===== config.mk =====
export PLATFORM = sky130hd
export DESIGN_NAME = credit_flow_control_sender_core
export DESIGN_NICKNAME = d
export VERILOG_FILES = /design/src/cfsnd_pkg.sv /design/src/cfsnd_front.sv /design/src/cfsnd_fifo.sv /design/src/cfsnd_back.sv /design/src/credit_flow_control_sender_core.sv
export SDC_FILE = /design/constraint.sdc
export NUM_CORES = 1
export LEC_CHECK = 0
export BUFFER_PORTS_ARGS = -buffer_cell sky130_fd_sc_hd__buf_2
export CAP_MARGIN = 15
export CORE_MARGIN = 4
export CORE_UTILIZATION = 55
export DETAILED_ROUTE_END_ITERATION = 16
export PLACE_DENSITY = 0.74
export SYNTH_ARGS = -nofsm -noshare
export SYNTH_HDL_FRONTEND = slang
export SYNTH_SLANG_ARGS = --single-unit

===== constraint.sdc =====
create_clock -name clk_i -period 5.7 [get_ports clk_i]
set_input_delay 0.285 -clock clk_i [delete_from_list [all_inputs] [get_ports clk_i]]
set_output_delay 0.285 -clock clk_i [all_outputs]
set_load 0.01 [all_outputs]

===== src/cfsnd_pkg.sv =====
// ----------------------------------------------------------------------------
// cfsnd_pkg
// Types, constants and register indexes for the credit flow control sender.
// ----------------------------------------------------------------------------
package cfsnd_pkg;

  localparam int unsigned QUEUE_DEPTH = 2;
  localparam int unsigned CFG_IDX_W   = 3;
  localparam int unsigned CFG_DATA_W  = 16;

  // configuration register indexes
  localparam logic [CFG_IDX_W-1:0] CFG_CTRL_STATUS = 3'd0;
  localparam logic [CFG_IDX_W-1:0] CFG_BEGIN_CODE  = 3'd1;
  localparam logic [CFG_IDX_W-1:0] CFG_END_CODE    = 3'd2;
  localparam logic [CFG_IDX_W-1:0] CFG_GRANT_CODE  = 3'd3;
  localparam logic [CFG_IDX_W-1:0] CFG_ABORT_CODE  = 3'd4;
  localparam logic [CFG_IDX_W-1:0] CFG_SESSION_CH  = 3'd5;
  localparam logic [CFG_IDX_W-1:0] CFG_TIMEOUT     = 3'd6;

  // reset values of the configuration registers
  localparam logic [7:0]  RST_CTRL_STATUS = 8'd176;
  localparam logic [7:0]  RST_BEGIN_CODE  = 8'd1;
  localparam logic [7:0]  RST_END_CODE    = 8'd2;
  localparam logic [7:0]  RST_GRANT_CODE  = 8'd3;
  localparam logic [7:0]  RST_ABORT_CODE  = 8'd4;
  localparam logic [7:0]  RST_SESSION_CH  = 8'd0;
  localparam logic [15:0] RST_TIMEOUT     = 16'd384;

  localparam logic [15:0] WAIT_COUNT_MAX  = 16'hffff;

  // host and partner command codes on cmd_i
  localparam logic [2:0] CMD_BEGIN = 3'd0;
  localparam logic [2:0] CMD_END   = 3'd1;
  localparam logic [2:0] CMD_SEND  = 3'd2;
  localparam logic [2:0] CMD_PEER  = 3'd3;
  localparam logic [2:0] CMD_TICK  = 3'd4;
  localparam logic [2:0] CMD_ABORT = 3'd5;

  typedef enum logic [2:0] {
    OP_NOP,
    OP_BEGIN,
    OP_END,
    OP_SEND,
    OP_PEER,
    OP_TICK,
    OP_ABORT
  } op_e;

  typedef enum logic [1:0] {
    WAIT_NONE,
    WAIT_ACK,
    WAIT_CREDIT
  } wait_e;

  typedef struct packed {
    logic [7:0]  ctrl_status;
    logic [7:0]  begin_code;
    logic [7:0]  end_code;
    logic [7:0]  grant_code;
    logic [7:0]  abort_code;
    logic [7:0]  session_ch;
    logic [15:0] timeout;
  } cfg_t;

  typedef struct packed {
    logic [7:0] status;
    logic [7:0] first;
    logic [7:0] second;
  } msg_t;

  // one classified item as it sits in the queue
  typedef struct packed {
    op_e        op;
    logic [7:0] chan;
    msg_t       msg;
    logic       send_exempt;  // host send is a control-status flow command
    logic       peer_grant;
    logic       peer_abort;
    logic [7:0] peer_data;
  } entry_t;

  // one result as it leaves the block
  typedef struct packed {
    logic tx_valid;
    msg_t tx;
    logic op_done;
    logic op_ok;
    logic failed_flag;
    logic busy_res;
  } result_t;

endpackage


===== src/cfsnd_front.sv =====
// ----------------------------------------------------------------------------
// cfsnd_front
// Decodes an incoming item into an operation and precomputes the code compares.
// ----------------------------------------------------------------------------
module cfsnd_front import cfsnd_pkg::*; (
  input  cfg_t       cfg_i,
  input  logic [2:0] cmd_i,
  input  logic [7:0] chan_i,
  input  logic [7:0] msg_status_i,
  input  logic [7:0] msg_first_i,
  input  logic [7:0] msg_second_i,
  input  logic [7:0] peer_command_i,
  input  logic [7:0] peer_data_i,
  output entry_t     entry_o
);

  logic flow_cmd;

  assign flow_cmd = (msg_first_i >= cfg_i.begin_code) && (msg_first_i <= cfg_i.abort_code);

  always_comb begin
    entry_o             = '0;
    entry_o.chan        = chan_i;
    entry_o.msg.status  = msg_status_i;
    entry_o.msg.first   = msg_first_i;
    entry_o.msg.second  = msg_second_i;
    entry_o.peer_data   = peer_data_i;
    entry_o.send_exempt = (msg_status_i == cfg_i.ctrl_status) && flow_cmd;
    // grant wins when grant and abort share a code
    entry_o.peer_grant  = (peer_command_i == cfg_i.grant_code);
    entry_o.peer_abort  = (peer_command_i != cfg_i.grant_code) &&
                          (peer_command_i == cfg_i.abort_code);
    case (cmd_i)
      CMD_BEGIN: entry_o.op = OP_BEGIN;
      CMD_END:   entry_o.op = OP_END;
      CMD_SEND:  entry_o.op = OP_SEND;
      CMD_PEER:  entry_o.op = OP_PEER;
      CMD_TICK:  entry_o.op = OP_TICK;
      CMD_ABORT: entry_o.op = OP_ABORT;
      default:   entry_o.op = OP_NOP;
    endcase
  end

endmodule


===== src/cfsnd_fifo.sv =====
// ----------------------------------------------------------------------------
// cfsnd_fifo
// Short queue of classified items between the front and the back.
// ----------------------------------------------------------------------------
module cfsnd_fifo import cfsnd_pkg::*; #(
  parameter int unsigned Depth = QUEUE_DEPTH
) (
  input  logic   clk_i,
  input  logic   rst_ni,
  input  logic   push_i,
  input  entry_t data_i,
  output logic   full_o,
  output logic   valid_o,
  input  logic   pop_i,
  output entry_t data_o
);

  localparam int unsigned PtrW = $clog2(Depth);
  localparam int unsigned CntW = $clog2(Depth + 1);
  localparam logic [PtrW-1:0] LastPtr = PtrW'(Depth - 1);
  localparam logic [CntW-1:0] FullCnt = CntW'(Depth);

  entry_t          mem_q [Depth];
  logic [PtrW-1:0] wr_ptr_q, wr_ptr_d, rd_ptr_q, rd_ptr_d;
  logic [CntW-1:0] count_q, count_d;
  logic            do_push, do_pop;

  assign full_o  = (count_q == FullCnt);
  assign valid_o = (count_q != '0);
  assign data_o  = mem_q[rd_ptr_q];
  assign do_push = push_i && !full_o;
  assign do_pop  = pop_i && valid_o;

  always_comb begin
    wr_ptr_d = wr_ptr_q;
    rd_ptr_d = rd_ptr_q;
    count_d  = count_q;
    if (do_push) begin
      wr_ptr_d = (wr_ptr_q == LastPtr) ? '0 : wr_ptr_q + 1'b1;
    end
    if (do_pop) begin
      rd_ptr_d = (rd_ptr_q == LastPtr) ? '0 : rd_ptr_q + 1'b1;
    end
    if (do_push && !do_pop) begin
      count_d = count_q + 1'b1;
    end else if (do_pop && !do_push) begin
      count_d = count_q - 1'b1;
    end
  end

  always_ff @(posedge clk_i or negedge rst_ni) begin
    if (!rst_ni) begin
      wr_ptr_q <= '0;
      rd_ptr_q <= '0;
      count_q  <= '0;
    end else begin
      wr_ptr_q <= wr_ptr_d;
      rd_ptr_q <= rd_ptr_d;
      count_q  <= count_d;
    end
  end

  always_ff @(posedge clk_i) begin
    if (do_push) begin
      mem_q[wr_ptr_q] <= data_i;
    end
  end

endmodule


===== src/cfsnd_back.sv =====
// ----------------------------------------------------------------------------
// cfsnd_back
// Executes queued items against the session and wait state, registers results.
// ----------------------------------------------------------------------------
module cfsnd_back import cfsnd_pkg::*; (
  input  logic    clk_i,
  input  logic    rst_ni,
  input  cfg_t    cfg_i,
  input  logic    entry_valid_i,
  input  entry_t  entry_i,
  output logic    pop_o,
  output logic    out_valid_o,
  input  logic    out_stall_i,
  output result_t result_o
);

  logic        active_q, active_d;
  logic [7:0]  flow_chan_q, flow_chan_d;
  logic [3:0]  credits_q, credits_d;
  logic        ack_wait_q, ack_wait_d;
  logic [7:0]  ack_chan_q, ack_chan_d;
  logic        failed_q, failed_d;
  wait_e       wait_kind_q, wait_kind_d;
  logic        wait_is_end_q, wait_is_end_d;
  logic [15:0] wait_count_q, wait_count_d;
  msg_t        held_q, held_d;
  logic        out_valid_q;
  result_t     result_q, res_d;

  assign pop_o       = entry_valid_i && (!out_valid_q || !out_stall_i);
  assign out_valid_o = out_valid_q;
  assign result_o    = result_q;

  always_comb begin
    logic        busy;
    logic [2:0]  g_ch;
    logic [3:0]  g_cr;
    logic [15:0] cnt;
    logic        good;

    active_d      = active_q;
    flow_chan_d   = flow_chan_q;
    credits_d     = credits_q;
    ack_wait_d    = ack_wait_q;
    ack_chan_d    = ack_chan_q;
    failed_d      = failed_q;
    wait_kind_d   = wait_kind_q;
    wait_is_end_d = wait_is_end_q;
    wait_count_d  = wait_count_q;
    held_d        = held_q;
    res_d         = '0;
    busy          = (wait_kind_q != WAIT_NONE);
    g_ch          = entry_i.peer_data[6:4];
    g_cr          = entry_i.peer_data[3:0];
    cnt           = (wait_count_q == WAIT_COUNT_MAX) ? wait_count_q : wait_count_q + 16'd1;
    good          = 1'b0;

    case (entry_i.op)
      OP_BEGIN, OP_END: begin
        if (!busy) begin
          if (entry_i.op == OP_BEGIN) begin
            active_d    = (entry_i.chan != cfg_i.session_ch);
            flow_chan_d = entry_i.chan;
            credits_d   = '0;
            failed_d    = 1'b0;
          end
          ack_chan_d      = entry_i.chan;
          ack_wait_d      = 1'b1;
          res_d.tx_valid  = 1'b1;
          res_d.tx.status = cfg_i.ctrl_status;
          res_d.tx.first  = (entry_i.op == OP_BEGIN) ? cfg_i.begin_code : cfg_i.end_code;
          res_d.tx.second = entry_i.chan;
          wait_kind_d     = WAIT_ACK;
          wait_is_end_d   = (entry_i.op == OP_END);
          wait_count_d    = '0;
        end
      end
      OP_SEND: begin
        if (!busy) begin
          if (!active_q || entry_i.send_exempt) begin
            res_d.tx_valid = 1'b1;
            res_d.tx       = entry_i.msg;
            res_d.op_done  = 1'b1;
            res_d.op_ok    = 1'b1;
          end else if (credits_q != '0) begin
            res_d.op_done = 1'b1;
            if (!failed_q) begin
              res_d.tx_valid = 1'b1;
              res_d.tx       = entry_i.msg;
              res_d.op_ok    = 1'b1;
              credits_d      = credits_q - 4'd1;
            end
          end else begin
            held_d       = entry_i.msg;
            wait_kind_d  = WAIT_CREDIT;
            wait_count_d = '0;
          end
        end
      end
      OP_PEER: begin
        if (entry_i.peer_grant) begin
          if (g_cr != '0) begin
            if (ack_wait_q && ({5'd0, g_ch} == ack_chan_q)) begin
              ack_wait_d = 1'b0;
            end
            if (active_q && ({5'd0, g_ch} == flow_chan_q)) begin
              credits_d = g_cr;
              failed_d  = 1'b0;
            end
          end
        end else if (entry_i.peer_abort) begin
          active_d  = 1'b0;
          credits_d = '0;
          failed_d  = 1'b1;
          if (entry_i.peer_data == ack_chan_q) begin
            ack_wait_d = 1'b0;
          end
        end
        // resolve a pending wait against the updated state
        if (wait_kind_q == WAIT_ACK && !ack_wait_d) begin
          good = !failed_d;
          if (wait_is_end_q) begin
            if (ack_chan_q == flow_chan_q) begin
              active_d  = 1'b0;
              credits_d = '0;
            end
          end else if (good && (ack_chan_q != cfg_i.session_ch)) begin
            active_d = 1'b1;
          end
          wait_kind_d   = WAIT_NONE;
          res_d.op_done = 1'b1;
          res_d.op_ok   = good;
        end else if (wait_kind_q == WAIT_CREDIT && !(active_d && credits_d == '0)) begin
          wait_kind_d   = WAIT_NONE;
          res_d.op_done = 1'b1;
          if (!failed_d) begin
            res_d.tx_valid = 1'b1;
            res_d.tx       = held_q;
            res_d.op_ok    = 1'b1;
            if (credits_d != '0) begin
              credits_d = credits_d - 4'd1;
            end
          end
        end
      end
      OP_TICK: begin
        if (busy) begin
          wait_count_d = cnt;
          if (cnt > cfg_i.timeout) begin
            res_d.tx_valid  = 1'b1;
            res_d.tx.status = cfg_i.ctrl_status;
            res_d.tx.first  = cfg_i.abort_code;
            res_d.tx.second = (wait_kind_q == WAIT_ACK) ? ack_chan_q : flow_chan_q;
            if (wait_kind_q == WAIT_ACK) begin
              ack_wait_d = 1'b0;
            end
            active_d      = 1'b0;
            credits_d     = '0;
            failed_d      = 1'b1;
            wait_kind_d   = WAIT_NONE;
            res_d.op_done = 1'b1;
          end
        end
      end
      OP_ABORT: begin
        if (!busy) begin
          res_d.tx_valid  = 1'b1;
          res_d.tx.status = cfg_i.ctrl_status;
          res_d.tx.first  = cfg_i.abort_code;
          res_d.tx.second = cfg_i.session_ch;
          ack_wait_d      = 1'b0;
          active_d        = 1'b0;
          credits_d       = '0;
          failed_d        = 1'b1;
        end
      end
      default: ;
    endcase

    res_d.failed_flag = failed_d;
    res_d.busy_res    = (wait_kind_d != WAIT_NONE);
  end

  always_ff @(posedge clk_i or negedge rst_ni) begin
    if (!rst_ni) begin
      active_q      <= 1'b0;
      flow_chan_q   <= '0;
      credits_q     <= '0;
      ack_wait_q    <= 1'b0;
      ack_chan_q    <= '0;
      failed_q      <= 1'b0;
      wait_kind_q   <= WAIT_NONE;
      wait_is_end_q <= 1'b0;
      wait_count_q  <= '0;
      out_valid_q   <= 1'b0;
    end else begin
      if (pop_o) begin
        active_q      <= active_d;
        flow_chan_q   <= flow_chan_d;
        credits_q     <= credits_d;
        ack_wait_q    <= ack_wait_d;
        ack_chan_q    <= ack_chan_d;
        failed_q      <= failed_d;
        wait_kind_q   <= wait_kind_d;
        wait_is_end_q <= wait_is_end_d;
        wait_count_q  <= wait_count_d;
        out_valid_q   <= 1'b1;
      end else if (!out_stall_i) begin
        out_valid_q   <= 1'b0;
      end
    end
  end

  always_ff @(posedge clk_i) begin
    if (pop_o) begin
      held_q   <= held_d;
      result_q <= res_d;
    end
  end

  // a credit wait only lasts while the flow is active with no credit left
  a_credit_wait: assert property (@(posedge clk_i) disable iff (!rst_ni)
    (wait_kind_q == WAIT_CREDIT) |-> (active_q && credits_q == '0))
    else $error("credit wait with credits or inactive flow");

  // an acknowledge wait always has its grant outstanding
  a_ack_wait: assert property (@(posedge clk_i) disable iff (!rst_ni)
    (wait_kind_q == WAIT_ACK) |-> ack_wait_q)
    else $error("acknowledge wait without pending grant");

  // a taken result with nothing behind it empties the output register
  a_out_drain: assert property (@(posedge clk_i) disable iff (!rst_ni)
    (out_valid_q && !out_stall_i && !entry_valid_i) |=> !out_valid_q)
    else $error("result held after it was taken");

endmodule


===== src/credit_flow_control_sender_core.sv =====
// ----------------------------------------------------------------------------
// credit_flow_control_sender_core
// Send side of a credit-based flow control link.
// ----------------------------------------------------------------------------
// Every accepted item yields exactly one result, in order. The block sustains
// one item per clock while the output is not stalled: the front decodes an item
// in the cycle it is accepted and writes it into a short queue, and the back
// pops one queued item per cycle unless the output stalls, updates the session
// state and loads the output register. Each result passes through the queue
// and then the output register before it is presented on the output.
// Output stalls hold the result register and fill the two-entry queue, and
// only a full queue stalls the input. Waits for a grant or a credit are held
// states, not stalls: while busy, host begin, end, send and abort items are
// ignored and give an empty result. Configuration registers may only be
// written while no item is in flight.
module credit_flow_control_sender_core import cfsnd_pkg::*; #(
  parameter int unsigned QueueDepth = QUEUE_DEPTH
) (
  input  logic                  clk_i,
  input  logic                  rst_ni,
  input  logic                  cfg_valid_i,
  output logic                  cfg_ready_o,
  input  logic [CFG_IDX_W-1:0]  cfg_index_i,
  input  logic [CFG_DATA_W-1:0] cfg_data_i,
  input  logic                  in_valid_i,
  output logic                  in_stall_o,
  input  logic [2:0]            cmd_i,
  input  logic [7:0]            chan_i,
  input  logic [7:0]            msg_status_i,
  input  logic [7:0]            msg_first_i,
  input  logic [7:0]            msg_second_i,
  input  logic [7:0]            peer_command_i,
  input  logic [7:0]            peer_data_i,
  output logic                  out_valid_o,
  input  logic                  out_stall_i,
  output logic                  tx_valid_o,
  output logic [7:0]            tx_status_o,
  output logic [7:0]            tx_first_o,
  output logic [7:0]            tx_second_o,
  output logic                  op_done_o,
  output logic                  op_ok_o,
  output logic                  failed_flag_o,
  output logic                  busy_res_o,
  output logic                  last_o
);

  cfg_t    cfg_q;
  entry_t  front_entry, queue_entry;
  logic    queue_full, queue_valid, queue_pop;
  result_t result;

  assign cfg_ready_o = 1'b1;

  always_ff @(posedge clk_i or negedge rst_ni) begin
    if (!rst_ni) begin
      cfg_q.ctrl_status <= RST_CTRL_STATUS;
      cfg_q.begin_code  <= RST_BEGIN_CODE;
      cfg_q.end_code    <= RST_END_CODE;
      cfg_q.grant_code  <= RST_GRANT_CODE;
      cfg_q.abort_code  <= RST_ABORT_CODE;
      cfg_q.session_ch  <= RST_SESSION_CH;
      cfg_q.timeout     <= RST_TIMEOUT;
    end else if (cfg_valid_i) begin
      case (cfg_index_i)
        CFG_CTRL_STATUS: cfg_q.ctrl_status <= cfg_data_i[7:0];
        CFG_BEGIN_CODE:  cfg_q.begin_code  <= cfg_data_i[7:0];
        CFG_END_CODE:    cfg_q.end_code    <= cfg_data_i[7:0];
        CFG_GRANT_CODE:  cfg_q.grant_code  <= cfg_data_i[7:0];
        CFG_ABORT_CODE:  cfg_q.abort_code  <= cfg_data_i[7:0];
        CFG_SESSION_CH:  cfg_q.session_ch  <= cfg_data_i[7:0];
        CFG_TIMEOUT:     cfg_q.timeout     <= cfg_data_i;
        default: ;
      endcase
    end
  end

  cfsnd_front u_front (
    .cfg_i          (cfg_q),
    .cmd_i          (cmd_i),
    .chan_i         (chan_i),
    .msg_status_i   (msg_status_i),
    .msg_first_i    (msg_first_i),
    .msg_second_i   (msg_second_i),
    .peer_command_i (peer_command_i),
    .peer_data_i    (peer_data_i),
    .entry_o        (front_entry)
  );

  assign in_stall_o = queue_full;

  cfsnd_fifo #(
    .Depth (QueueDepth)
  ) u_fifo (
    .clk_i   (clk_i),
    .rst_ni  (rst_ni),
    .push_i  (in_valid_i),
    .data_i  (front_entry),
    .full_o  (queue_full),
    .valid_o (queue_valid),
    .pop_i   (queue_pop),
    .data_o  (queue_entry)
  );

  cfsnd_back u_back (
    .clk_i         (clk_i),
    .rst_ni        (rst_ni),
    .cfg_i         (cfg_q),
    .entry_valid_i (queue_valid),
    .entry_i       (queue_entry),
    .pop_o         (queue_pop),
    .out_valid_o   (out_valid_o),
    .out_stall_i   (out_stall_i),
    .result_o      (result)
  );

  assign tx_valid_o    = result.tx_valid;
  assign tx_status_o   = result.tx.status;
  assign tx_first_o    = result.tx.first;
  assign tx_second_o   = result.tx.second;
  assign op_done_o     = result.op_done;
  assign op_ok_o       = result.op_ok;
  assign failed_flag_o = result.failed_flag;
  assign busy_res_o    = result.busy_res;
  assign last_o        = 1'b1;

endmodule


Word-level counts from Yosys, hierarchy flattened
Memories as Yosys holds them, arrays and structs flattened.
Index checks and enable logic that the tools add are counted.
{"block": "word_totals", "mem_bits_rw": 92, "ff_bits": 164, "input_bits": 75, "output_inout_bits": 33, "wordCells": 241, "n_memories": 1}
{"block": "op_classes", "muxes": 100, "order_cmp": 3, "n_reduce_logical": 53, "eq_ne": 43, "n_addsub": 7, "bitwise_logic": 3}
{"memory": "u_fifo.mem_q", "words": 2, "width": 46, "rd": 1, "rd_clocked_by_memory_dff": 0, "write_ports": 1, "line": "cfsnd_fifo.sv:23", "rtl": "entry_t mem_q [Depth];"}
{"cell": "$mux 25", "n": 5}
{"cell": "$pmux 25 s5", "n": 1}
{"cell": "$mux 27", "n": 4}
{"cell": "$mux 16", "n": 6}
{"cell": "$mux 4", "n": 20}
{"cell": "$mux 26", "n": 2}
{"cell": "$pmux 16 s3", "n": 1}
{"cell": "$eq 8x8->1", "n": 5}
{"cell": "$mux 1", "n": 40}
{"cell": "$eq 3x3->1 const B", "n": 8}
{"cell": "$ne 8x8->1", "n": 3}
{"cell": "$mux 2", "n": 11}
{"cell": "$reduce_and 7->1", "n": 3}
{"cell": "$pmux 4 s5", "n": 1}
{"cell": "$eq 3x2->1 const B", "n": 6}
{"cell": "$pmux 3 s6", "n": 1}
{"cell": "$add 16x1->16 const B", "n": 1}
{"cell": "$eq 16x16->1 const B", "n": 1}
{"cell": "$eq 3x8->1", "n": 2}
{"cell": "$gt 16x16->1", "n": 1}
{"cell": "$mux 8", "n": 2}
{"cell": "$reduce_bool 4->1", "n": 4}
{"cell": "$logic_and 1x1->1", "n": 14}
{"cell": "$reduce_and 2->1", "n": 7}
{"cell": "other kinds (28)", "n": 60}

Depth between registers and ports, before layout
Gate-level depths: netlist (run 1).
An unclocked memory read counts as a cell.
{"block": "depth", "depth_word": 15, "ltp_mapped": 19, "depth_no_buf": 16}

Hierarchy
From an unflattened synthesis (run 1), not the netlist that was laid out.
{"block": "hier_totals", "hier_cells": 1039, "area_unflattened_um2": 13267.7}
{"mod": "cfsnd_back", "seq_area_each_um2": 2667.6, "n_inst": 1, "cells_per_inst": 600, "area_per_inst_um2": 6150.9}
{"mod": "cfsnd_fifo", "seq_area_each_um2": 2862.7, "n_inst": 1, "cells_per_inst": 162, "area_per_inst_um2": 3643.5}
{"mod": "credit_flow_control_sender_core", "seq_area_each_um2": 1614.0, "n_inst": 1, "cells_per_inst": 146, "area_per_inst_um2": 2478.6}
{"mod": "cfsnd_front", "seq_area_each_um2": 0.0, "n_inst": 1, "cells_per_inst": 131, "area_per_inst_um2": 994.7}

Least setup slack after synthesis (run 1)
OpenSTA, ideal clock, no wires.
{"block": "synth_path", "kind": "reg2reg", "startpoint": "reg u_back.wait_count_q[3]", "endpoint": "reg u_back.result_q (netlist bit u_back.result_o[28]) (data pin)", "slack_ps": 1352, "period_less_slack_ps": 4348, "required_ps": 5435, "setup_time_ps": 265, "stages_incl_launch_ff": 19, "path_buffers": 4, "arrival_ps": 4083, "path_cell_list": "dfrtp_1 > clkbuf_1 > and4_1 > nand4_1 > or4_1 > clkbuf_1 > nand2_1 > xnor2_1 > ha_1 > a2111oi_0 > o21ai_0 > a221oi_1 > a311oi_1 > nand2_1 > nand2b_1 > clkbuf_1 > nand2b_1 > clkbuf_1 > or3_1"}
{"element": "start, declared", "line": "cfsnd_back.sv:25", "rtl": "logic [15:0] wait_count_q, wait_count_d;"}
{"element": "start signal, assigned", "line": "cfsnd_back.sv:206", "rtl": "wait_count_q <= wait_count_d;"}
{"element": "end signal, assigned", "line": "cfsnd_back.sv:217", "rtl": "result_q <= res_d;"}
{"element": "end, declared", "line": "cfsnd_back.sv:28", "rtl": "result_t result_q, res_d;"}

==> results of run 1 <==
-- stage by stage --
step	setup slack, ns	hold WS (ns)	util
after global placement	0.885	0.328	0.592
after CTS	0.683	0.000557	0.650
final	0.619	0.0113	0.651
after global routing	0.291	0.00148	0.651
after floorplan	1.35	-0.0106	-
after detailed placement	0.743	0.341	0.592
-- report_power, final --
| group | internal, mW | switching, mW | leakage (nW) |
|---|---|---|---|
| clock network | 0.972 | 0.713 | 0.413 |
| logic | 0.942 | 1.34 | 2.76 |
| registers | 2.55 | 0.385 | 2.72 |
| total | 4.46 | 2.44 | 5.89 |
-- per-layer routing --
| metal | track usage | wire length (um) |
|---|---|---|
| met4 | 0.0615 | 696 |
| met1 | 0.335 | 13400 |
| met5 | 0 | 0 |
| met2 | 0.381 | 14400 |
| met3 | 0.0368 | 1810 |
-- worst max-delay path, cell delays in order, from the launching register on --
cell and delay, ns:
dfrtp_1 0.48, and4_1 0.25, nand4_1 0.16, or4_1 0.77, nand4_1 0.34, nor2_1 0.13
xor2_1 0.16, ha_1 0.30, a21oi_1 0.13, o21ai_0 0.09, a221oi_1 0.39, a311oi_1 0.21
nand2_1 0.46, nand2b_1 0.13, nand2b_1 0.37, or3_1 0.46
-- layout make-up --
class                   instances  area [sq um]  share of cell area
well taps                     285           357              0.0243
clock inverters                13          98.8             0.00673
repair buffers                166          1110              0.0753
clock buffers                  37           754              0.0514
multi-input cells             698          5070               0.345
inverters                      41           154              0.0105
flip-flops and latches        256          7150               0.487
-- registers in the layout (all words and copies together) (netlist names) --
signal / flops
cfg_q: 64
u_back.ack_chan_q: 8
u_back.credits_q: 4
u_back.wait_kind_q: 2
u_back.active_q: 1
u_back.flow_chan_q: 8
u_back.out_valid_o: 1
u_back.wait_is_end_q: 1
u_fifo.rd_ptr_q: 1
u_fifo.wr_ptr_q: 1
u_back.held_q: 24
u_back.failed_q: 1
u_fifo.mem_q: 92
u_fifo.count_q: 2
u_back.wait_count_q: 16
u_back.ack_wait_q: 1
u_back.result_o: 29
-- cells in the mapped netlist, types with 25 or more instances --
library cell,count
edfxtp_1,145
dfrtp_1,101
nand2_1,83
mux2_2,82
nor2_1,72
o21ai_0,57
xnor2_1,54
a21oi_1,41
inv_1,40
ha_1,36
clkbuf_1,31
mux2i_1,29
xor2_1,25
-- kinds of logic after synthesis --
| family | share of synthesized area |
|---|---|
| mux | 0.102 |
| flops | 0.569 |
| fa+ha+maj | 0.0358 |
| buf+inv | 0.0292 |
| simple gates | 0.106 |
| other cells | 0.000298 |
| xor+xnor | 0.0551 |
| compound gates | 0.103 |
-- worst paths after layout --
check                                                   start                                  end  depth (start not counted)
max                        u_back.wait_count_q[3]$_DFFE_PN0P_        u_back.result_o[28]$_DFFE_PP_                         15
max in group asynchronous                              rst_ni          u_fifo.rd_ptr_q$_DFFE_PN0P_                          3
min in group asynchronous                              rst_ni  u_back.wait_count_q[12]$_DFFE_PN0P_                          2
max reg2reg                u_back.wait_count_q[3]$_DFFE_PN0P_        u_back.result_o[28]$_DFFE_PP_                         15
min                                            msg_first_i[6]        u_fifo.mem_q[0][25]$_DFFE_PP_                          1
min reg2reg                    u_back.out_valid_o$_DFFE_PN0P_       u_back.out_valid_o$_DFFE_PN0P_                          2
-- what timing repair did --
item | in CTS | in global routing
setup endpoints to repair | 0 | 0
hold buffers | 47 | 1
hold endpoints to repair | 126 | 2
==> flow_metrics.py, run 1 <==
metrics = {
    "setup_path": {
        "cp-end-kind": "flop",
        "worstPathArrival_ns": 5.36,
        "start_kind": "flop",
        "worstPathMaxFanout": 13,
        "path_class": "flop to flop",
        "ff2ff_setup_slack_ns": 0.62,
        "required_ns": 5.98,
    },
    "yosys": {
        "synthArstFlopShare": 0.434,
        "synth-seq-area-share": 0.569,
        "synth_area_leaders": "edfxtp_1 35%, dfrtp_1 20%, mux2_2 7.3%",
        "syn_inst": 1039,
        "ys_ff_latch": 256,
        "synth_top_area_frac": 0.347,
        "synth_edf_count": 145,
        "synth_area_sq_mm": 0.0126,
        "yosysTopAreaCell": "edfxtp_1",
        "yosysWarnings": 0,
        "synth_cell_type_count": 70,
        "syn_avg_cell_area_sq_um": 12.1,
        "ys.flop_type": "edfxtp_1",
    },
    "cts": {
        "cts_resized": 0,
        "cts-root-buf": "clkbuf_16",
        "clkSlewWorstSetupHoldPaths_ns": 0.07,
        "htreeDepth": 1,
        "clkLatencyLatePin_ns": 0.54,
        "cts_tree": "yes",
        "cts_buffer_depth": 3,
        "cts_buffers": 27,
        "clock-sinks": 256,
        "post_cts.repair.setup_buffers": 0,
    },
    "routing": {
        "final_antenna_net_count": 0,
        "drt-initial-drc-count": 664,
        "via_per_inst": 5.91,
        "first_pass_iters": 5,
        "vias": 8848,
        "wire_per_inst_um": 20.3,
        "finalWirelength_um": 30300,
        "drc": 0,
    },
    "sta": {
        "setup-tns-final_ns": 0,
        "slew_viol_final": 0,
        "period_share": 0.891,
        "finalHoldViolCount": 0,
        "min_period_ns": 5.08,
        "max_freq_mhz": 197,
        "worst_pin_slew_ns": 1.22,
        "rsz0062_at_grt": "false",
        "final.setup_skew_ns": 0.0176,
        "slew-limit-headroom": 0.186,
        "finalSetupViolCount": 0,
    },
    "finish": {
        "final_area_sq_mm": 0.0147,
        "num_antenna_cells": 0,
        "final_net_count": 1301,
        "syn_to_final_growth_pct": 16.9,
        "fillers": 1699,
        "drive_gt1_frac": 0.221,
        "layout_common_cells": "145 x edfxtp_1, 104 x buf_2, 100 x dfrtp_1",
        "final_cells": 1496,
        "layout_commonest_cell": "edfxtp_1",
    },
    "power": {
        "ir_worst_vdd_mv": 0.292,
        "finalPower_mw": 6.90,
        "p_leak_nw": 5.89,
        "power_density_mw_per_mm2": 470,
    },
    "global_routing": {
        "grt_pass1_wl_um": 48000,
        "grt_max_degree": 68,
        "grt_use_total": 0.235,
        "grt_pass1_vias": 8752,
        "overflow": 0,
        "antenna_found_initial": 0,
    },
    "placement": {
        "hpwl_um": 20300,
        "placed_area_sq_mm": 0.0134,
        "dp.cells": 1398,
        "gp_congestion": 0.872,
        "portBuffers": 105,
    },
    "floorplan": {
        "rows": 55,
        "start_util": 0.557,
        "pin_count": 108,
        "fp.dieW_um": 159,
        "dieArea_sq_mm": 0.0253,
        "die_y_um": 159,
        "core_area_sq_mm": 0.0226,
    },
    "worst_hold_path": {
        "hp-class": "primary input to flop",
    },
    "job": {
        "drv_cap": 0,
    },
    "run_status": {
        "status": "finished, final reports clean",
    },
}
(Power assumes the default switching activity.)
==> run 2, diff against run 1 <==
--- a/config.mk
+++ b/config.mk
@@ -9,2 +9,3 @@
 export CAP_MARGIN = 15
+export CORE_ASPECT_RATIO = 0.6
 export CORE_MARGIN = 4
--- a/constraint.sdc
+++ b/constraint.sdc
@@ -3,2 +3,2 @@
 set_output_delay 0.285 -clock clk_i [all_outputs]
-set_load 0.01 [all_outputs]
+set_load 0.1 [all_outputs]
==> run 2 against run 1 <==
  * Die area up 0.31%
  * Cell count up 1.5%
  * Register-to-register slack better by 0.38 ns
  * Total power up 12%
  * Clock-buffer cell count down 2
  * Maximum frequency up 8.2%
  * Combinational power up 34%
  * Critical path depth unchanged
  * Routed wire length up 4.5%
  * Global-route usage up 1.5 points
==> flow_metrics.py, run 2 (synthesis gave the netlist of run 1 again) <==
metrics = {
    "sta": {
        "setup-tns-final_ns": 0,
        "worst_pin_slew_ns": 1.18,
        "min_period_ns": 4.70,
        "rsz0062_at_grt": "false",
        "finalHoldViolCount": 0,
        "max_freq_mhz": 213,
        "final.setup_skew_ns": 0.0184,
        "period_share": 0.824,
        "holdWs_ns": 0.0245,
        "finalSetupViolCount": 0,
        "slew_viol_final": 0,
        "timing.final.ws_setup_ns": 1.00,
        "slew-limit-headroom": 0.216,
    },
    "cts": {
        "clkLatencyLatePin_ns": 0.54,
        "cts_buffer_depth": 3,
        "cts_tree": "yes",
        "clock-sinks": 256,
        "clkSlewWorstSetupHoldPaths_ns": 0.07,
        "cts_buffers": 24,
        "htreeDepth": 1,
        "post_cts.repair.setup_buffers": 0,
        "cts-root-buf": "clkbuf_16",
    },
    "floorplan": {
        "core_area_sq_mm": 0.0222,
        "dieArea_sq_mm": 0.0254,
        "die_y_um": 125,
        "rows": 42,
        "start_util": 0.565,
        "fp.dieW_um": 203,
        "pin_count": 108,
    },
    "routing": {
        "drt-initial-drc-count": 1138,
        "vias": 8909,
        "first_pass_iters": 5,
        "final_antenna_net_count": 0,
        "finalWirelength_um": 31700,
        "drc": 0,
        "wire_per_inst_um": 20.9,
        "via_per_inst": 5.87,
    },
    "global_routing": {
        "grt_pass1_wl_um": 50100,
        "overflow": 0,
        "antenna_found_initial": 0,
        "grt_pass1_vias": 8653,
        "grt_use_total": 0.249,
        "grt_max_degree": 59,
    },
    "setup_path": {
        "ff2ff_setup_slack_ns": 1.00,
        "required_ns": 5.98,
        "startpoint": "u_back.wait_count_q[5]$_DFFE_PN0P_",
        "cp-end-kind": "flop",
        "reg2reg_depth": 15,
        "start_kind": "flop",
        "worstPathMaxFanout": 13,
        "path_class": "flop to flop",
        "worstPathArrival_ns": 4.97,
        "timing.rr.start": "u_back.wait_count_q[5]$_DFFE_PN0P_",
    },
    "finish": {
        "drive_gt1_frac": 0.224,
        "final_cells": 1519,
        "largest_reg_flops": 92,
        "layout_common_cells": "145 x edfxtp_1, 104 x buf_2, 100 x dfrtp_1",
        "multi_input_area_sq_mm": 0.00508,
        "num_antenna_cells": 0,
        "seqCellArea_sq_mm": 0.00715,
        "utilization": 0.664,
        "regMostFlops": "u_fifo.mem_q",
        "fillers": 1654,
        "syn_to_final_growth_pct": 17.5,
        "final_net_count": 1304,
        "final_area_sq_mm": 0.0148,
        "layout_commonest_cell": "edfxtp_1",
    },
    "placement": {
        "portBuffers": 105,
        "dp.cells": 1426,
        "gp_congestion": 0.933,
        "hpwl_um": 21400,
        "pre_cts_ws_ns": 1.07,
        "placed_area_sq_mm": 0.0134,
    },
    "power": {
        "ir_worst_vdd_mv": 0.495,
        "finalPower_mw": 7.72,
        "power_density_mw_per_mm2": 523,
        "p_leak_nw": 5.91,
    },
    "worst_hold_path": {
        "hp-class": "primary input to flop",
        "hold_path.startpoint": "msg_first_i[7]",
        "min_path_cells": 1,
    },
    "run_status": {
        "status": "finished, final reports clean",
    },
    "job": {
        "drv_cap": 0,
    },
}
==> run 2: cell types whose count changed in the layout (fill, tap and decap cells not counted), sizes merged <==
cell	change
buf	+5
clkbuf	-2
clkinv	-2
clkinvlp	-2
bufinv	+1
dlygate4sd3	+1
inv	-1
==> run 2: routing by layer <==
layer | wire [um] | up-vias | track usage
li1 | - | 4138 | -
met1 | 15100 | 4329 | 0.398
met2 | 13200 | 387 | 0.355
met3 | 2730 | 55 | 0.0525
met4 | 669 | 0 | 0.0511
met5 | 0 | - | 0
==> run 2: timing repair <==
action | 4_1_cts | 5_1_grt
endpoints found under the setup margin | 0 | 0
hold buffers | 49 | 0
gates resized for setup | 0 | 0
hold endpoints to repair | 134 | 0
==> run 2: final cells by class <==
| class | instances | area share |
|---|---|---|
| flip-flops and latches | 256 | 0.484 |
| multi-input cells | 698 | 0.344 |
| repair buffers | 172 | 0.0782 |
| clock buffers | 35 | 0.0499 |
| well taps | 308 | 0.0261 |
| inverters | 41 | 0.0104 |
| clock inverters | 9 | 0.00729 |
==> run 2: power by group <==
part	total [mW]	internal, mW	switching (mW)
clock network	1.70	0.992	0.707
registers	2.96	2.55	0.409
logic	3.06	0.955	2.11
total	7.72	4.49	3.23
==> run 2: path summary, 6_finish.rpt <==
| check | endpoint |
|---|---|
| max | u_back.result_o[20]$_DFFE_PP_ |
| min | u_fifo.mem_q[0][26]$_DFFE_PP_ |
| max reg2reg | u_back.result_o[20]$_DFFE_PP_ |
| min reg2reg | u_back.out_valid_o$_DFFE_PN0P_ |
| max in group asynchronous | u_fifo.rd_ptr_q$_DFFE_PN0P_ |
| min in group asynchronous | u_back.out_valid_o$_DFFE_PN0P_ |
==> run 2: worst max-delay path: stages (launching register included) <==
cell      delay (ns)
dfrtp_1         0.47
and4_1          0.26
nand4_1         0.17
or4_1           0.77
nand4_1         0.35
nor2_1          0.13
xor2_1          0.16
ha_1            0.30
a21oi_1         0.12
o21ai_0         0.10
a221oi_1        0.41
a311oi_1        0.22
nand2_1         0.13
nand2b_1        0.08
nand2b_1        0.34
a221o_1         0.43
==> run 3, diff against run 2 <==
- ABC_AREA: unset -> 1
- CORE_UTILIZATION: 55 -> 54
- PLACE_DENSITY: 0.74 -> 0.76
- clock period: 5.7 -> 4 ns (I/O delays scaled with it)
==> run 3 against run 2 <==
  * Critical path depth up 11
  * Sequential cell count unchanged
  * Clock-buffer cell count down 3
  * Routed wire length up 11%
  * Utilization down 0.39 points
  * Non-clock buffer count up 6
  * Critical path type unchanged
==> flow_metrics.py, run 3 <==
metrics = {
    "run_status": {
        "status": "finished, final reports clean",
    },
    "finish": {
        "utilization": 0.660,
        "final_area_sq_mm": 0.0153,
        "num_antenna_cells": 0,
        "syn_to_final_growth_pct": 19.3,
        "regMostFlops": "u_fifo.mem_q",
        "final_cells": 1840,
        "layout_common_cells": "331 x nand2_1, 145 x edfxtp_1, 143 x inv_1",
        "largest_reg_flops": 92,
        "final_net_count": 1620,
        "drive_gt1_frac": 0.178,
        "layout_commonest_cell": "nand2_1",
    },
    "sta": {
        "max_freq_mhz": 261,
        "period_share": 0.957,
        "slew_viol_final": 0,
        "worst_pin_slew_ns": 1.04,
        "finalSetupViolCount": 0,
        "final.setup_skew_ns": 0.00874,
        "slew-limit-headroom": 0.307,
        "rsz0062_at_grt": "true",
        "min_period_ns": 3.83,
        "finalHoldViolCount": 0,
    },
    "setup_path": {
        "path_class": "flop to flop",
        "required_ns": 4.24,
        "r2r-end": "u_back.result_o[15]$_DFFE_PP_",
        "start_kind": "flop",
        "worstPathMaxFanout": 7,
        "reg2reg_depth": 26,
        "timing.rr.start": "u_back.wait_count_q[1]$_DFFE_PN0P_",
        "worstPathArrival_ns": 4.07,
        "cp-end-kind": "flop",
        "ff2ff_setup_slack_ns": 0.17,
    },
    "floorplan": {
        "pin_count": 108,
        "core_area_sq_mm": 0.0232,
        "start_util": 0.553,
        "rows": 43,
        "fp.dieW_um": 207,
        "die_y_um": 128,
        "dieArea_sq_mm": 0.0264,
    },
    "power": {
        "power_density_mw_per_mm2": 791,
        "finalPower_mw": 12.1,
        "p_sw_mw": 5.54,
        "p_seq_frac": 0.347,
        "clockPowerShare": 0.202,
        "combPwrFrac": 0.451,
        "ir_worst_vdd_mv": 0.513,
        "p_int_mw": 6.59,
        "power.share.switching": 0.457,
        "p_leak_nw": 6.78,
    },
    "yosys": {
        "synth_cell_type_count": 57,
        "yosysTopAreaCell": "edfxtp_1",
        "synth_top_area_frac": 0.339,
        "synth.most_common_cell": "nand2_1",
        "synth_area_leaders": "edfxtp_1 34%, dfrtp_1 20%, nand2_1 9.8%",
        "syn_inst": 1340,
        "ys_ff_latch": 256,
        "synth-seq-area-share": 0.556,
        "synth_area_sq_mm": 0.0129,
        "ys.flop_type": "edfxtp_1",
        "yosysWarnings": 0,
        "syn_avg_cell_area_sq_um": 9.60,
        "synthArstFlopShare": 0.434,
        "synth_common_cells": "337 x nand2_1, 145 x edfxtp_1, 144 x inv_1",
        "synth_edf_count": 145,
    },
    "cts": {
        "cts_buffers": 23,
        "cts_buffer_depth": 3,
        "clkLatencyLatePin_ns": 0.52,
        "htreeDepth": 1,
        "clock-sinks": 256,
        "cts-root-buf": "clkbuf_16",
        "cts_tree": "yes",
        "clkSlewWorstSetupHoldPaths_ns": 0.07,
    },
    "placement": {
        "portBuffers": 105,
        "gp_congestion": 0.944,
        "hpwl_um": 24300,
        "placed_area_sq_mm": 0.0137,
        "dp.cells": 1741,
    },
    "routing": {
        "finalWirelength_um": 35200,
        "first_pass_iters": 6,
        "final_antenna_net_count": 0,
        "vias": 10400,
        "via_per_inst": 5.67,
        "drc": 0,
        "drt-initial-drc-count": 1141,
        "wire_per_inst_um": 19.1,
    },
    "global_routing": {
        "grt_max_degree": 70,
        "overflow": 0,
        "grt_pass1_wl_um": 54300,
        "grt_pass1_vias": 9735,
        "grt_use_total": 0.258,
        "antenna_found_initial": 0,
    },
    "worst_hold_path": {
        "worstHoldEndpoint": "u_fifo.mem_q[1][43]$_DFFE_PP_",
        "hp-class": "primary input to flop",
        "hold_path.startpoint": "cmd_i[2]",
        "min_path_cells": 2,
    },
    "job": {
        "drv_cap": 0,
    },
}
run 3: changes by cell type in the layout (fill, tap and decap cells not counted), sizes merged, moves of 17 or more:
cell,change
nand2,+271
inv,+113
mux2,-84
o21ai,+65
nand3,+38
xnor2,-30
mux2i,-25
o22ai,+19
nor2,+17
o2111ai,+17
run 3: kinds of logic after synthesis:
logic type | after synthesis | synth area share
flops | 256 | 0.556
fa+ha+maj | 36 | 0.0350
other cells | 1 | 0.000292
mux | 7 | 0.00545
compound gates | 227 | 0.106
simple gates | 567 | 0.198
buf+inv | 190 | 0.0615
xor+xnor | 56 | 0.0381
run 3: metrics by stage:
step | hold slack [ns] | setup TNS (ns) | setup slack (ns)
floorplan | -0.0956 | 0 | 0.404
global placement | 0.389 | 0 | 0.125
detailed placement | 0.393 | -0.0156 | -0.0156
CTS | 0.0121 | 0 | 0.0287
global route | 0.0284 | -2.13 | -0.121
finish | 0.0329 | 0 | 0.173
run 3: worst max-delay path, cell delays in order (launching register included):
cell       delay (ns)
dfrtp_1          0.42
ha_4             0.18
nand2_4          0.06
nor2_4           0.10
nand2_2          0.08
nor2_4           0.12
nand4_1          0.15
nor2_1           0.14
inv_1            0.06
nor2_1           0.08
inv_1            0.08
nor2_4           0.14
buf_6            0.12
nor2_1           0.06
xor2_1           0.18
ha_1             0.32
nand2_2          0.09
nor2_1           0.06
a211oi_2         0.19
o21ai_1          0.08
nand3_1          0.09
nand3_2          0.12
nand3_4          0.20
nand2_8          0.10
buf_6            0.16
nand2_2          0.06
o2111ai_2        0.11
run 3: cell type report:
cell class	count	area [sq um]
well taps	315	394
inverters	154	581
repair buffers	178	1230
clock buffers	32	713
multi-input cells	896	5150
clock inverters	9	124
flip-flops and latches	256	7150
fillers	1783	7900
run 3: metal layers:
metal  wire length [um]  global-route usage
met5                  0                   0
met4                382              0.0369
met3               3540              0.0557
met2              15100               0.380
met1              16100               0.404
run 3: worst max-delay path by stage:
stage | from | endpoint | slack [ns] | cells past startpoint
finish | u_back.wait_count_q[1]$_DFFE_PN0P_ | u_back.result_o[15]$_DFFE_PP_ | 0.17 | 26
global route | u_back.wait_count_q[1]$_DFFE_PN0P_ | u_back.result_o[20]$_DFFE_PP_ | -0.12 | 25
CTS | u_back.wait_count_q[0]$_DFFE_PN0P_ | u_back.result_o[15]$_DFFE_PP_ | 0.03 | 27
detailed placement | u_back.wait_count_q[0]$_DFFE_PN0P_ | u_back.result_o[15]$_DFFE_PP_ | -0.02 | 27
global placement | u_back.wait_count_q[0]$_DFFE_PN0P_ | u_back.result_o[16]$_DFFE_PP_ | 0.13 | 27
floorplan | u_back.wait_count_q[0]$_DFFE_PN0P_ | u_back.result_o[27]$_DFFE_PP_ | 0.40 | 27
run 3: what timing repair did:
item	in CTS	in global routing
setup buffers	0	6
gates resized for setup	1	42
gates cloned	0	1
hold endpoints to repair	151	0
pin swaps	0	12
setup endpoints to repair	7	37
hold buffers	51	0
run 3: power groups by stage:
stage	Combinational, mW	Sequential (mW)	Clock [mW]
finish	5.48	4.21	2.45
global route	5.92	4.27	2.58
CTS	5.29	4.18	2.45
detailed placement	5.21	4.22	0
global placement	5.08	4.21	0
floorplan	2.95	5.16	0
